[config.mk]
export PLATFORM = sky130hd
export DESIGN_NAME = neighbor_liveness_table_top
export DESIGN_NICKNAME = d
export VERILOG_FILES = /design/src/rtl/nlt_pkg.sv /design/src/rtl/nlt_store.sv /design/src/rtl/nlt_cmp.sv /design/src/rtl/nlt_ctrl.sv /design/src/rtl/neighbor_liveness_table_top.sv
export VERILOG_INCLUDE_DIRS = /design/src /design/src/rtl
export SDC_FILE = /design/constraint.sdc
export NUM_CORES = 2
export LEC_CHECK = 0
export BUFFER_PORTS_ARGS = -buffer_cell sky130_fd_sc_hd__buf_2
export CAP_MARGIN = 10
export CORE_ASPECT_RATIO = 2
export CORE_MARGIN = 3
export CORE_UTILIZATION = 58
export DETAILED_ROUTE_END_ITERATION = 8
export PLACE_DENSITY = 0.73
export SLEW_MARGIN = 30
export SYNTH_ARGS = -nofsm -noshare
export SYNTH_HDL_FRONTEND = slang
export SYNTH_HIERARCHICAL = 1
export SYNTH_SLANG_ARGS = --single-unit
[constraint.sdc]
create_clock -name clk_i -period 10.1 [get_ports clk_i]
set_clock_uncertainty 0.1 [all_clocks]
set_input_delay 0.505 -clock clk_i [delete_from_list [all_inputs] [get_ports clk_i]]
set_output_delay 0.505 -clock clk_i [all_outputs]
set_load 0.05 [all_outputs]
[src/rtl/assert_macros.svh]
// assertion helpers for the neighbour liveness table
`ifndef ASSERT_MACROS_SVH
`define ASSERT_MACROS_SVH

`ifndef SYNTHESIS

// property checked on the block clock, off while in reset
`define NLT_ASSERT(label, prop) \
  label: assert property (@(posedge clk_i) disable iff (!rst_ni) (prop)) \
    else $error("assertion failed: label");

// condition that must never hold
`define NLT_ASSERT_NEVER(label, cond) \
  `NLT_ASSERT(label, !(cond))

`else

`define NLT_ASSERT(label, prop)
`define NLT_ASSERT_NEVER(label, cond)

`endif

`endif

[src/rtl/nlt_pkg.sv]
package nlt_pkg;

  // table geometry and field widths
  localparam int unsigned TableDepthDef = 16;
  localparam int unsigned IdWidth       = 64;
  localparam int unsigned StampWidth    = 16;
  localparam int unsigned CfgWidth      = 8;
  localparam int unsigned CfgIdxWidth   = 1;

  // configuration reset values
  localparam logic [CfgWidth-1:0] DeadIntervalRst = 8'd7;
  localparam logic [CfgWidth-1:0] NetworkTagRst   = 8'd101;

  // register indexes
  localparam logic [CfgIdxWidth-1:0] CfgIdxDead = 1'b0;
  localparam logic [CfgIdxWidth-1:0] CfgIdxTag  = 1'b1;

  // request commands
  localparam logic CmdHello = 1'b0;
  localparam logic CmdTick  = 1'b1;

  typedef enum logic [1:0] {
    KindAdded   = 2'd0,
    KindRemoved = 2'd1,
    KindDropped = 2'd2
  } nlt_kind_e;

  typedef enum logic [1:0] {
    StIdle,
    StScan,
    StFlush
  } nlt_state_e;

  // write request into the entry store
  typedef struct packed {
    logic                  we_id;
    logic                  we_stamp;
    logic [IdWidth-1:0]    id;
    logic [StampWidth-1:0] stamp;
  } nlt_wr_t;

endpackage

[src/rtl/nlt_store.sv]
module nlt_store #(
  parameter int unsigned TABLE_DEPTH = nlt_pkg::TableDepthDef
) (
  input  logic                                clk_i,
  input  logic                                re_i,
  input  logic [$clog2(TABLE_DEPTH)-1:0]      raddr_i,
  input  logic [$clog2(TABLE_DEPTH)-1:0]      waddr_i,
  input  nlt_pkg::nlt_wr_t                    wr_i,
  output logic [nlt_pkg::IdWidth-1:0]         rd_id_o,
  output logic [nlt_pkg::StampWidth-1:0]      rd_stamp_o
);
  import nlt_pkg::*;

  logic [IdWidth-1:0]    mem_id    [TABLE_DEPTH];
  logic [StampWidth-1:0] mem_stamp [TABLE_DEPTH];
  logic [IdWidth-1:0]    rd_id_q;
  logic [StampWidth-1:0] rd_stamp_q;

  // write port
  always_ff @(posedge clk_i) begin
    if (wr_i.we_id) begin
      mem_id[waddr_i] <= wr_i.id;
    end
    if (wr_i.we_stamp) begin
      mem_stamp[waddr_i] <= wr_i.stamp;
    end
  end

  // registered read port
  always_ff @(posedge clk_i) begin
    if (re_i) begin
      rd_id_q    <= mem_id[raddr_i];
      rd_stamp_q <= mem_stamp[raddr_i];
    end
  end

  assign rd_id_o    = rd_id_q;
  assign rd_stamp_o = rd_stamp_q;

endmodule

[src/rtl/nlt_cmp.sv]
module nlt_cmp (
  input  logic                           tick_i,
  input  logic [nlt_pkg::IdWidth-1:0]    key_id_i,
  input  logic [nlt_pkg::IdWidth-1:0]    ent_id_i,
  input  logic [nlt_pkg::StampWidth-1:0] ent_stamp_i,
  input  logic [nlt_pkg::StampWidth-1:0] now_i,
  input  logic [nlt_pkg::CfgWidth-1:0]   dead_i,
  output logic                           hit_o
);
  import nlt_pkg::*;

  logic [StampWidth-1:0] age;

  // age wraps with the seconds counter
  assign age = now_i - ent_stamp_i;

  // hello: identifier match, tick: entry has gone silent too long
  always_comb begin
    if (tick_i) begin
      hit_o = age > {{(StampWidth-CfgWidth){1'b0}}, dead_i};
    end else begin
      hit_o = ent_id_i == key_id_i;
    end
  end

endmodule

[src/rtl/nlt_ctrl.sv]
module nlt_ctrl #(
  parameter int unsigned TABLE_DEPTH = nlt_pkg::TableDepthDef
) (
  input  logic                             clk_i,
  input  logic                             rst_ni,
  input  logic                             start_i,
  input  logic                             cmd_i,
  input  logic [nlt_pkg::IdWidth-1:0]      neighbor_id_i,
  input  logic [nlt_pkg::CfgWidth-1:0]     dead_i,
  input  logic [nlt_pkg::CfgWidth-1:0]     tag_i,
  output logic                             busy_o,
  // entry store
  output logic                             re_o,
  output logic [$clog2(TABLE_DEPTH)-1:0]   raddr_o,
  output logic [$clog2(TABLE_DEPTH)-1:0]   waddr_o,
  output nlt_pkg::nlt_wr_t                 wr_o,
  input  logic [nlt_pkg::IdWidth-1:0]      rd_id_i,
  input  logic [nlt_pkg::StampWidth-1:0]   rd_stamp_i,
  // results
  output logic                             result_valid_o,
  output logic [1:0]                       event_kind_o,
  output logic [nlt_pkg::IdWidth-1:0]      reported_id_o,
  output logic [nlt_pkg::CfgWidth-1:0]     tag_out_o,
  output logic                             last_of_run_o
);
  import nlt_pkg::*;

  localparam int unsigned IdxW = $clog2(TABLE_DEPTH);
  localparam logic [IdxW-1:0] LastIdx = IdxW'(TABLE_DEPTH - 1);

  nlt_state_e            state_q, state_d;
  logic                  cmd_q, cmd_d;
  logic [IdWidth-1:0]    nid_q, nid_d;
  logic [IdxW-1:0]       rd_idx_q, rd_idx_d;
  logic                  rd_done_q, rd_done_d;
  logic                  chk_vld_q, chk_vld_d;
  logic [IdxW-1:0]       chk_idx_q, chk_idx_d;
  logic                  free_vld_q, free_vld_d;
  logic [IdxW-1:0]       free_idx_q, free_idx_d;
  logic                  pend_vld_q, pend_vld_d;
  logic [IdWidth-1:0]    pend_id_q, pend_id_d;
  logic [TABLE_DEPTH-1:0] valid_q, valid_d;
  logic [StampWidth-1:0] secs_q, secs_d;
  logic                  res_vld_q, res_vld_d;
  nlt_kind_e             res_kind_q, res_kind_d;
  logic [IdWidth-1:0]    res_id_q, res_id_d;
  logic [CfgWidth-1:0]   res_tag_q, res_tag_d;
  logic                  res_last_q, res_last_d;
  logic                  hit;
  logic                  ent_vld;
  logic [IdxW-1:0]       slot;

  // shared compare unit, one entry per cycle
  nlt_cmp u_cmp (
    .tick_i      (cmd_q == CmdTick),
    .key_id_i    (nid_q),
    .ent_id_i    (rd_id_i),
    .ent_stamp_i (rd_stamp_i),
    .now_i       (secs_q),
    .dead_i      (dead_i),
    .hit_o       (hit)
  );

  // control state
  always_ff @(posedge clk_i or negedge rst_ni) begin
    if (!rst_ni) begin
      state_q    <= StIdle;
      rd_done_q  <= 1'b0;
      chk_vld_q  <= 1'b0;
      free_vld_q <= 1'b0;
      pend_vld_q <= 1'b0;
      valid_q    <= '0;
      secs_q     <= '0;
      res_vld_q  <= 1'b0;
    end else begin
      state_q    <= state_d;
      rd_done_q  <= rd_done_d;
      chk_vld_q  <= chk_vld_d;
      free_vld_q <= free_vld_d;
      pend_vld_q <= pend_vld_d;
      valid_q    <= valid_d;
      secs_q     <= secs_d;
      res_vld_q  <= res_vld_d;
    end
  end

  // payload and indexes
  always_ff @(posedge clk_i) begin
    cmd_q      <= cmd_d;
    nid_q      <= nid_d;
    rd_idx_q   <= rd_idx_d;
    chk_idx_q  <= chk_idx_d;
    free_idx_q <= free_idx_d;
    pend_id_q  <= pend_id_d;
    res_kind_q <= res_kind_d;
    res_id_q   <= res_id_d;
    res_tag_q  <= res_tag_d;
    res_last_q <= res_last_d;
  end

  assign ent_vld = valid_q[chk_idx_q];
  assign slot    = free_vld_q ? free_idx_q : chk_idx_q;

  // sequencer
  always_comb begin
    state_d    = state_q;
    cmd_d      = cmd_q;
    nid_d      = nid_q;
    rd_idx_d   = rd_idx_q;
    rd_done_d  = rd_done_q;
    chk_vld_d  = 1'b0;
    chk_idx_d  = chk_idx_q;
    free_vld_d = free_vld_q;
    free_idx_d = free_idx_q;
    pend_vld_d = pend_vld_q;
    pend_id_d  = pend_id_q;
    valid_d    = valid_q;
    secs_d     = secs_q;
    res_vld_d  = 1'b0;
    res_kind_d = res_kind_q;
    res_id_d   = res_id_q;
    res_tag_d  = res_tag_q;
    res_last_d = res_last_q;
    re_o       = 1'b0;
    raddr_o    = rd_idx_q;
    waddr_o    = chk_idx_q;
    wr_o       = '0;

    case (state_q)
      StIdle: begin
        if (start_i) begin
          cmd_d      = cmd_i;
          nid_d      = neighbor_id_i;
          rd_idx_d   = '0;
          rd_done_d  = 1'b0;
          free_vld_d = 1'b0;
          pend_vld_d = 1'b0;
          if (cmd_i == CmdTick) begin
            secs_d = secs_q + StampWidth'(1);
          end
          state_d = StScan;
        end
      end

      StScan: begin
        // issue the next read
        if (!rd_done_q) begin
          re_o      = 1'b1;
          rd_idx_d  = rd_idx_q + IdxW'(1);
          rd_done_d = rd_idx_q == LastIdx;
          chk_vld_d = 1'b1;
          chk_idx_d = rd_idx_q;
        end
        // check the entry read last cycle
        if (chk_vld_q) begin
          if (cmd_q == CmdHello) begin
            if (ent_vld && hit) begin
              // known neighbour: refresh only
              wr_o.we_stamp = 1'b1;
              wr_o.stamp    = secs_q;
              waddr_o       = chk_idx_q;
              state_d       = StIdle;
            end else begin
              if (!ent_vld && !free_vld_q) begin
                free_vld_d = 1'b1;
                free_idx_d = chk_idx_q;
              end
              if (chk_idx_q == LastIdx) begin
                res_vld_d  = 1'b1;
                res_id_d   = nid_q;
                res_tag_d  = tag_i;
                res_last_d = 1'b1;
                if (free_vld_q || !ent_vld) begin
                  wr_o.we_id    = 1'b1;
                  wr_o.we_stamp = 1'b1;
                  wr_o.id       = nid_q;
                  wr_o.stamp    = secs_q;
                  waddr_o       = slot;
                  valid_d[slot] = 1'b1;
                  res_kind_d    = KindAdded;
                end else begin
                  res_kind_d = KindDropped;
                end
                state_d = StIdle;
              end
            end
          end else begin
            // expired entry: hold it back until we know whether it is the last
            if (ent_vld && hit) begin
              valid_d[chk_idx_q] = 1'b0;
              if (pend_vld_q) begin
                res_vld_d  = 1'b1;
                res_kind_d = KindRemoved;
                res_id_d   = pend_id_q;
                res_tag_d  = tag_i;
                res_last_d = 1'b0;
              end
              pend_vld_d = 1'b1;
              pend_id_d  = rd_id_i;
            end
            if (chk_idx_q == LastIdx) begin
              state_d = StFlush;
            end
          end
        end
      end

      StFlush: begin
        if (pend_vld_q) begin
          res_vld_d  = 1'b1;
          res_kind_d = KindRemoved;
          res_id_d   = pend_id_q;
          res_tag_d  = tag_i;
          res_last_d = 1'b1;
        end
        pend_vld_d = 1'b0;
        state_d    = StIdle;
      end

      default: begin
        state_d = StIdle;
      end
    endcase
  end

  assign busy_o         = state_q != StIdle;
  assign result_valid_o = res_vld_q;
  assign event_kind_o   = res_kind_q;
  assign reported_id_o  = res_id_q;
  assign tag_out_o      = res_tag_q;
  assign last_of_run_o  = res_last_q;

endmodule

[src/rtl/neighbor_liveness_table_top.sv]
// Neighbour liveness table. A request is taken when start_i is high and busy_o low;
// busy_o then stays high while the sequencer walks the entry store through its
// single registered read port, one entry per cycle into the shared compare unit:
// a hello stops early once its id is found, a tick walks every entry, then flushes.
// Results are one-cycle strobes on result_valid_o with no back-pressure: the
// receiver must take every strobe as it comes. A hello whose id is not found gives
// one result as busy_o falls, one that finds it gives none; a tick gives its
// removals in ascending slot order, the one marked last_of_run_o also as busy_o
// falls. The user must write configuration only while idle; it is not enforced.
`include "assert_macros.svh"

module neighbor_liveness_table_top #(
  parameter int unsigned TABLE_DEPTH = nlt_pkg::TableDepthDef
) (
  input  logic                                clk_i,
  input  logic                                rst_ni,
  input  logic                                start_i,
  output logic                                busy_o,
  input  logic                                cmd_i,
  input  logic [nlt_pkg::IdWidth-1:0]         neighbor_id_i,
  input  logic                                cfg_we_i,
  input  logic [nlt_pkg::CfgIdxWidth-1:0]     cfg_idx_i,
  input  logic [nlt_pkg::CfgWidth-1:0]        cfg_wdata_i,
  output logic                                result_valid_o,
  output logic [1:0]                          event_kind_o,
  output logic [nlt_pkg::IdWidth-1:0]         reported_id_o,
  output logic [nlt_pkg::CfgWidth-1:0]        tag_out_o,
  output logic                                last_of_run_o
);
  import nlt_pkg::*;

  localparam int unsigned IdxW = $clog2(TABLE_DEPTH);

  logic [CfgWidth-1:0]   dead_q;
  logic [CfgWidth-1:0]   tag_q;
  logic                  re;
  logic [IdxW-1:0]       raddr;
  logic [IdxW-1:0]       waddr;
  nlt_wr_t               wr;
  logic [IdWidth-1:0]    rd_id;
  logic [StampWidth-1:0] rd_stamp;

  // configuration registers
  always_ff @(posedge clk_i or negedge rst_ni) begin
    if (!rst_ni) begin
      dead_q <= DeadIntervalRst;
      tag_q  <= NetworkTagRst;
    end else if (cfg_we_i) begin
      case (cfg_idx_i)
        CfgIdxDead: dead_q <= cfg_wdata_i;
        CfgIdxTag:  tag_q  <= cfg_wdata_i;
        default: begin
        end
      endcase
    end
  end

  nlt_ctrl #(
    .TABLE_DEPTH (TABLE_DEPTH)
  ) u_ctrl (
    .clk_i          (clk_i),
    .rst_ni         (rst_ni),
    .start_i        (start_i),
    .cmd_i          (cmd_i),
    .neighbor_id_i  (neighbor_id_i),
    .dead_i         (dead_q),
    .tag_i          (tag_q),
    .busy_o         (busy_o),
    .re_o           (re),
    .raddr_o        (raddr),
    .waddr_o        (waddr),
    .wr_o           (wr),
    .rd_id_i        (rd_id),
    .rd_stamp_i     (rd_stamp),
    .result_valid_o (result_valid_o),
    .event_kind_o   (event_kind_o),
    .reported_id_o  (reported_id_o),
    .tag_out_o      (tag_out_o),
    .last_of_run_o  (last_of_run_o)
  );

  nlt_store #(
    .TABLE_DEPTH (TABLE_DEPTH)
  ) u_store (
    .clk_i      (clk_i),
    .re_i       (re),
    .raddr_i    (raddr),
    .waddr_i    (waddr),
    .wr_i       (wr),
    .rd_id_o    (rd_id),
    .rd_stamp_o (rd_stamp)
  );

  // an accepted request makes the block busy
  `NLT_ASSERT(a_start_busy, start_i && !busy_o |=> busy_o)
  // hello results are always single and final
  `NLT_ASSERT(a_hello_last, result_valid_o && event_kind_o != KindRemoved |-> last_of_run_o)
  // the final result of a run comes once the sequencer is back at rest
  `NLT_ASSERT_NEVER(a_last_idle, result_valid_o && last_of_run_o && busy_o)
  // more removals follow while the scan is still running
  `NLT_ASSERT(a_more_busy, result_valid_o && !last_of_run_o |-> busy_o)

endmodule
-- After elaboration in Yosys (flattened, before gate mapping)
Memory sizes are Yosys's and may differ from the RTL's. A register that Yosys moved wholly into a read port is not among the register bits.
Index checks and enable logic that the tools add are counted.
- equality and inequality tests: 21
- muxes and demuxes: 93
- reduce and logical (&&, ||, !) cells: 29
- add/subtract/negate cells: 3
- magnitude comparators: 5
- bitwise logic cells: 7
- operators by type and width (cell ; number):
    64-bit 2-to-1 mux ; 7
    82-bit 2-to-1 mux ; 5
    64-bit one-hot mux with 2 select lines ; 1
    16-bit 2-to-1 mux ; 6
    64-bit == test ; 1
    8-bit 2-to-1 mux ; 6
    4-bit 2-to-1 mux ; 9
    1-bit 2-to-1 mux ; 34
    2-bit 2-to-1 mux ; 13
    16-bit by 1-bit adder with 16-bit output (second input constant) ; 1
    16-bit bitwise AND ; 1
    16-bit by 8-bit > comparator with 1-bit output ; 1
    16-bit NOT ; 1
    16-bit OR ; 1
    8-bit one-hot mux with 2 select lines ; 1
    16-bit subtractor ; 1
    5-bit AND reduction ; 3
    2-bit by 1-bit != test with 1-bit output (second input constant) ; 6
    6-bit AND reduction ; 2
    4-bit by 5-bit less-than comparator with 1-bit output (second input constant) ; 2
    2-bit != test (second input constant) ; 5
    2-bit AND reduction ; 5
    2-bit nonzero test ; 5
    3-bit != test (second input constant) ; 3
    22 further kinds ; 38
- output and inout bits: 77
- bits of input ports: 78
- memory bits (writable): 1280
- memories: 2
- logic and storage cells: 180
- register bits: 271
- memory list (memory ; depth ; bits a word ; read ports ; clocked after memory_dff ; wr ports ; RTL line ; RTL):
    u_store.mem_id ; 16 ; 64 ; 1 ; 1 ; 1 ; nlt_store.sv:14 ; logic [IdWidth-1:0] mem_id [TABLE_DEPTH];
    u_store.mem_stamp ; 16 ; 16 ; 1 ; 1 ; 1 ; nlt_store.sv:15 ; logic [StampWidth-1:0] mem_stamp [TABLE_DEPTH];

-- Logic depth before layout (Yosys ltp)
- depth in word-level cells: 12
- gate-level depth with buffers: 23
- depth with buffers taken out: 23

-- Modules after synthesis
The synthesis kept the hierarchy.
- by module, submodules not included (module ; cells each ; area each (um^2) ; times used ; sequential area each (um^2)):
    nlt_store ; 2079 ; 50339.5 ; 1 ; 40839.2
    nlt_ctrl ; 780 ; 10739.0 ; 1 ; 7462.2
    nlt_cmp ; 263 ; 1861.8 ; 1 ; 0.0
    neighbor_liveness_table_top ; 35 ; 650.6 ; 1 ; 409.1

-- Worst setup path before layout
OpenSTA, ideal clock, no wires.
- path type: reg-to-reg
- start: register u_ctrl.secs_q[0]
- end: memory u_store.mem_id[0][0] (enable)
- stages on the path, launching flop included: 22
- slack: 2436 ps
- period minus slack after synthesis: 7664 ps
- path buffers: 0
- required time: 9514 ps
- setup time: 486 ps
- arrival time: 7078 ps
- cells stage by stage: dfrtp_1 inv_1 ha_1 fa_1 nor2b_4 o31a_4 o21a_1 nor2_1 xnor2_1 ha_1 nand2_1 o31a_1 or4_1 nor4_1 and4_1 o211ai_1 nor2b_1 nand3_1 nand3_1 o31a_1 or3b_1 nor2_1
- elaborated cells between the ends (all ways): 14
- those cells by class: add/sub: 1; order compare: 1; mux: 11; reduce/logical: 1
- RTL lines (what ; RTL line ; RTL):
    start, declared ; nlt_ctrl.sv:43 ; logic [StampWidth-1:0] secs_q, secs_d;
    start signal, assigned ; nlt_ctrl.sv:82 ; secs_q <= secs_d;
    16-bit subtractor ; nlt_cmp.sv:15 ; assign age = now_i - ent_stamp_i;
    16-bit by 8-bit > comparator with 1-bit output ; nlt_cmp.sv:20 ; hit_o = age > {{(StampWidth-CfgWidth){1'b0}}, dead_i};
    1-bit 2-to-1 mux ; nlt_cmp.sv:19 ; if (tick_i) begin
    named net u_ctrl.hit ; nlt_ctrl.sv:49 ; logic hit;
    1-bit logical AND ; nlt_ctrl.sv:157 ; if (ent_vld && hit) begin
    4-bit 2-to-1 mux ; nlt_ctrl.sv:157 ;
    4-bit 2-to-1 mux ; nlt_ctrl.sv:156 ; if (cmd_q == CmdHello) begin
    4-bit 2-to-1 mux ; nlt_ctrl.sv:155 ; if (chk_vld_q) begin
    4-bit 2-to-1 mux ; nlt_ctrl.sv:129 ; case (state_q)
    named net waddr[2] ; neighbor_liveness_table_top.sv:38 ; logic [IdxW-1:0] waddr;
    end, declared ; nlt_store.sv:14 ;
The timed path passes the listed nets, and every way through them passes these cells.

-- Final worst setup path
- start: register u_ctrl.secs_q[0]
- end: memory u_store.mem_id[12][41] (enable)
The elaborated chain is that of the path after synthesis.

==> impl_metrics.xml <==
<?xml version="1.0" encoding="UTF-8"?>
<metrics>
  <group name="outcome">
    <metric name="run_status" unit="">complete, no violations</metric>
  </group>
  <group name="cts">
    <metric name="cts.sink_count" unit="">1631</metric>
    <metric name="cts_buf_count" unit="">136</metric>
    <metric name="cts_resized" unit="">0</metric>
    <metric name="cts_buffer_depth" unit="">3</metric>
    <metric name="worst_skew_pair.late_latency" unit="ns">0.76</metric>
    <metric name="cts.root.buffer_cell" unit="">clkbuf_16</metric>
    <metric name="post-cts-setup-buffer-count" unit="">0</metric>
    <metric name="htree_num_levels" unit="">4</metric>
    <metric name="tritoncts" unit="">built</metric>
    <metric name="worst_setup_hold_path_clk_slew" unit="ns">0.06</metric>
  </group>
  <group name="finish">
    <metric name="nets" unit="">3557</metric>
    <metric name="area_delta_synth_final" unit="%">12.52</metric>
    <metric name="finish.instance_area" unit="µm²">71550</metric>
    <metric name="post_route_cells_drive_above_1_share" unit="%">23.52</metric>
  </group>
  <group name="placed_design">
    <metric name="dpl_cell_area" unit="µm²">66270</metric>
    <metric name="gp_congestion" unit="">0.8477</metric>
    <metric name="place_ws" unit="ns">2.918</metric>
    <metric name="place_hpwl" unit="µm">97370</metric>
    <metric name="placement.io_buffers" unit="">154</metric>
  </group>
  <group name="floorplan">
    <metric name="num_io_pins" unit="">155</metric>
    <metric name="die_h" unit="µm">474.3</metric>
    <metric name="die_area" unit="µm²">113900</metric>
    <metric name="die_width" unit="µm">240.1</metric>
    <metric name="design.core.area" unit="µm²">108700</metric>
    <metric name="core.rowCount" unit="">171</metric>
    <metric name="initial_utilization" unit="%">58.51</metric>
  </group>
  <group name="synthesis">
    <metric name="synth_nets" unit="">3264</metric>
    <metric name="synth.ff_latch_count" unit="">1631</metric>
    <metric name="ys_types" unit="">77</metric>
    <metric name="synth_top_area_share" unit="%">74.42</metric>
    <metric name="synth_top_cells_by_area" unit="">edfxtp_1, mux4_2, a22oi_1, dfrtp_1, mux2i_1</metric>
    <metric name="synthCells" unit="">3157</metric>
    <metric name="yosysTopAreaCell" unit="">edfxtp_1</metric>
    <metric name="sequential_element_share_of_the_synthesized_area" unit="%">76.60</metric>
    <metric name="synth_area_per_cell" unit="µm²">20.14</metric>
    <metric name="synth.yosys.warnings" unit="">6</metric>
    <metric name="synth_ff_type" unit="">edfxtp_1</metric>
    <metric name="syn_area" unit="µm²">63590</metric>
    <metric name="synth_edf_count" unit="">1576</metric>
    <metric name="async_reset_ff_share" unit="%">3.372</metric>
  </group>
  <group name="hold_path">
    <metric name="hp-class" unit="">input pin to flip-flop</metric>
  </group>
  <group name="worst_setup_path">
    <metric name="slowest_delay" unit="ns">0.73</metric>
    <metric name="worst_ep_arrival_time" unit="ns">7.55</metric>
    <metric name="setup.worst_path.class" unit="">flip-flop to flip-flop</metric>
    <metric name="setup.reg_to_reg.worst_slack" unit="ns">2.83</metric>
    <metric name="slowest_stage_cell_crit_path" unit="">buf_4</metric>
    <metric name="start_kind" unit="">flip-flop</metric>
    <metric name="critical_path.endpoint_type" unit="">flip-flop</metric>
    <metric name="cp_cell_sequence" unit="">inv_1, ha_1, fa_1, nor2b_4, o31a_4, o21a_1, nor2_1, xnor2_1, ha_1, nand2_1, or3b_2, a21oi_1, or4_1, nor4_1, and4_1, o211ai_1, nor2b_1, nand3_1, and2_1, a31oi_1, nand3_1, nor2_4, buf_4</metric>
    <metric name="path_max_fanout" unit="">47</metric>
    <metric name="cp_data_required_time" unit="ns">10.38</metric>
  </group>
  <group name="timing">
    <metric name="finalSetupTns" unit="ns">0</metric>
    <metric name="max_slew_margin" unit="%">32.36</metric>
    <metric name="hold_slack" unit="ns">0.09129</metric>
    <metric name="tightest_slew" unit="ns">1.012</metric>
    <metric name="finalSetupViolations" unit="">0</metric>
    <metric name="period_needed" unit="ns">7.270</metric>
    <metric name="maximum_clock_rate" unit="MHz">137.5</metric>
    <metric name="timing.final.crit_share" unit="%">71.98</metric>
    <metric name="grt_setup_unrepaired" unit="">false</metric>
    <metric name="timing.final.ws_setup" unit="ns">2.830</metric>
    <metric name="drv_slew" unit="">0</metric>
    <metric name="final-hold-violation-count" unit="">0</metric>
  </group>
  <group name="drt">
    <metric name="viasPerCell" unit="">6.595</metric>
    <metric name="drt_iter0_drc" unit="">3509</metric>
    <metric name="drc_violation_count_after_routing" unit="">0</metric>
    <metric name="dr.pass1.iters" unit="">6</metric>
    <metric name="postRouteWirelength" unit="µm">156400</metric>
    <metric name="final_antenna_violating_net_count" unit="">0</metric>
    <metric name="routed_wire_length_per_instance" unit="µm">31.62</metric>
    <metric name="vias" unit="">32610</metric>
  </group>
  <group name="global_route">
    <metric name="grt_start_max_net_pins" unit="">116</metric>
    <metric name="grt_pass1_vias" unit="">34110</metric>
    <metric name="grt_pass1_wl" unit="µm">230100</metric>
    <metric name="overall_track_demand_over_capacity_in_global_routing" unit="%">28.12</metric>
    <metric name="grt_antenna_before_repair" unit="">5</metric>
    <metric name="grt_remaining_overflow" unit="">0</metric>
  </group>
  <group name="pwr">
    <metric name="leakage" unit="nW">21.73</metric>
    <metric name="irDropWorstVdd" unit="µV">251.3</metric>
    <metric name="power_density" unit="nW/µm²">255.2</metric>
  </group>
  <group name="run">
    <metric name="max_cap_viol_count" unit="">0</metric>
  </group>
</metrics>
[final timing paths]
check	start	end	cells after the start
worst max-delay path	u_ctrl/secs_q[0]$_DFFE_PN0P_	u_store/mem_id[12][41]$_DFFE_PP_	23
worst min-delay path	cfg_idx_i	dead_q[0]$_DFFE_PN1P_	3
worst max register to register	u_ctrl/secs_q[0]$_DFFE_PN0P_	u_store/mem_id[12][41]$_DFFE_PP_	23
worst min register to register	u_store/rd_id_o[10]$_DFFE_PP_	u_ctrl/pend_id_q[10]$_DFFE_PP_	0
max in group asynchronous	rst_ni	u_ctrl/pend_vld_q$_DFFE_PN0P_	3
min in group asynchronous	rst_ni	u_ctrl/secs_q[3]$_DFFE_PN0P_	3
[layout by cell type, fill, tap and decap left out, types with 7 or more instances in the layout]
master	netlist	routed
edfxtp_1	1576	1576
clkbuf_1	68	19
nor2b_1	16	14
dfrtp_1	48	47
nor2_4	0	18
nand4_1	17	17
clkinv_1	0	18
inv_1	53	52
dfstp_2	7	7
buf_16	0	8
buf_2	34	154
and2_1	86	85
a22oi_1	162	162
a21oi_1	106	106
clkinv_2	0	24
bufinv_16	0	11
nand2b_1	8	8
xor2_1	32	32
nand3_1	14	14
o22ai_1	8	8
mux4_2	323	323
nor4_1	11	9
o21ai_0	12	12
nor3_1	7	7
ha_1	28	28
inv_6	0	8
clkinv_4	0	7
nand2_1	122	119
mux2_4	8	8
a31oi_1	11	11
buf_4	6	60
clkinvlp_4	0	9
buf_6	16	9
clkbuf_16	0	143
nor2_1	129	111
mux2i_1	69	69
xnor2_1	44	44
dlygate4sd3_1	0	74
mux2_2	18	18
[metrics by stage]
stage	util, %	instances	total power, mW
6_report	65.83	4945	18.26
5_1_grt	65.82	4941	18.89
4_1_cts	65.74	4936	18.34
3_5_place_dp	60.97	4619	13.04
3_3_place_gp	60.78	4612	12.95
2_1_floorplan	-	3157	11.51
[routing by layer]
layer  part of all wire (%)  global-route usage [%]
met5                      0                       0
met4                    4.2                   10.82
met3                    7.7                   5.466
met2                     53                   49.38
met1                     35                   34.58
[cell families after synthesis]
group | after synthesis | share of synthesized area [%]
DFF | 1631 | 76.60
muxes | 419 | 13.05
and+or+nand+nor | 436 | 3.333
xor gates and xnor gates | 76 | 1.047
adders and majority gates | 29 | 0.5824
buffers and inverters | 207 | 1.513
AOI/OAI and AO/OA | 359 | 3.874
[report_power, final]
| part | internal, mW | total [mW] | switching (mW) |
|---|---|---|---|
| Clock | 2.90 | 5.30 | 2.39 |
| Combinational | 1.74 | 4.58 | 2.85 |
| Sequential | 7.97 | 8.38 | 0.412 |
[sequential cells by signal (all words and copies together), names as in the netlist, 4 cells and up]
signal	count
u_ctrl/tag_out_o	8
u_ctrl/chk_idx_q	4
u_ctrl/nid_q	64
u_ctrl/pend_id_q	64
u_store/rd_id_o	64
u_ctrl/valid_q	16
u_store/rd_stamp_o	16
u_ctrl/secs_q	16
u_store/mem_id	1024
u_ctrl/free_idx_q	4
tag_q	8
u_ctrl/reported_id_o	64
u_store/mem_stamp	256
dead_q	8
u_ctrl/raddr_o	4
[cells in the mapped netlist (4+ instances only)]
| cell | count |
|---|---|
| o21a_1 | 5 |
| nand2b_1 | 8 |
| a211oi_1 | 5 |
| o21ai_0 | 12 |
| dfrtp_1 | 48 |
| and3_1 | 4 |
| nor2_1 | 129 |
| mux2i_1 | 69 |
| and2_1 | 86 |
| inv_1 | 53 |
| a21o_1 | 5 |
| edfxtp_1 | 1576 |
| nand3b_1 | 5 |
| ha_1 | 28 |
| buf_6 | 16 |
| nor4_1 | 11 |
| dfstp_2 | 7 |
| a22oi_1 | 162 |
| mux4_2 | 323 |
| o22ai_1 | 8 |
| xnor2_1 | 44 |
| a21oi_1 | 106 |
| buf_1 | 28 |
| nand3_1 | 14 |
| clkbuf_1 | 68 |
| mux2_4 | 8 |
| nor2b_1 | 16 |
| buf_4 | 6 |
| nand2_1 | 122 |
| xor2_1 | 32 |
| nand4_1 | 17 |
| a31oi_1 | 11 |
| mux2_2 | 18 |
| o31a_1 | 5 |
| buf_2 | 34 |
| nor3_1 | 7 |
[cell type report]
| class | instances | area, µm² |
|---|---|---|
| Antenna cell | 6 | 15.01 |
| Inverter | 55 | 207.7 |
| Timing Repair Buffer | 307 | 2323 |
| Fill cell | 6927 | 37140 |
| Clock buffer | 164 | 3677 |
| Clock inverter | 79 | 764.5 |
| Sequential cell | 1631 | 48710 |
| Multi-Input combinational cell | 1319 | 14120 |
| Tap cell | 1384 | 1732 |
[worst max-delay path, delay by kind of cell (launching register included)]
kind | cells | cell delay, ns
compound gates | 5 | 1.33
xor+xnor | 1 | 0.16
fa+ha+maj | 3 | 0.93
buf+inv | 2 | 0.82
flops | 1 | 0.45
simple gates | 12 | 2.98
[timing repair]
| item | in CTS | in global routing |
|---|---|---|
| hold buffers | 74 | 0 |
| endpoints found under the hold margin | 129 | 0 |
| endpoints found under the setup margin | 0 | 0 |
(Power assumes the default switching activity.)
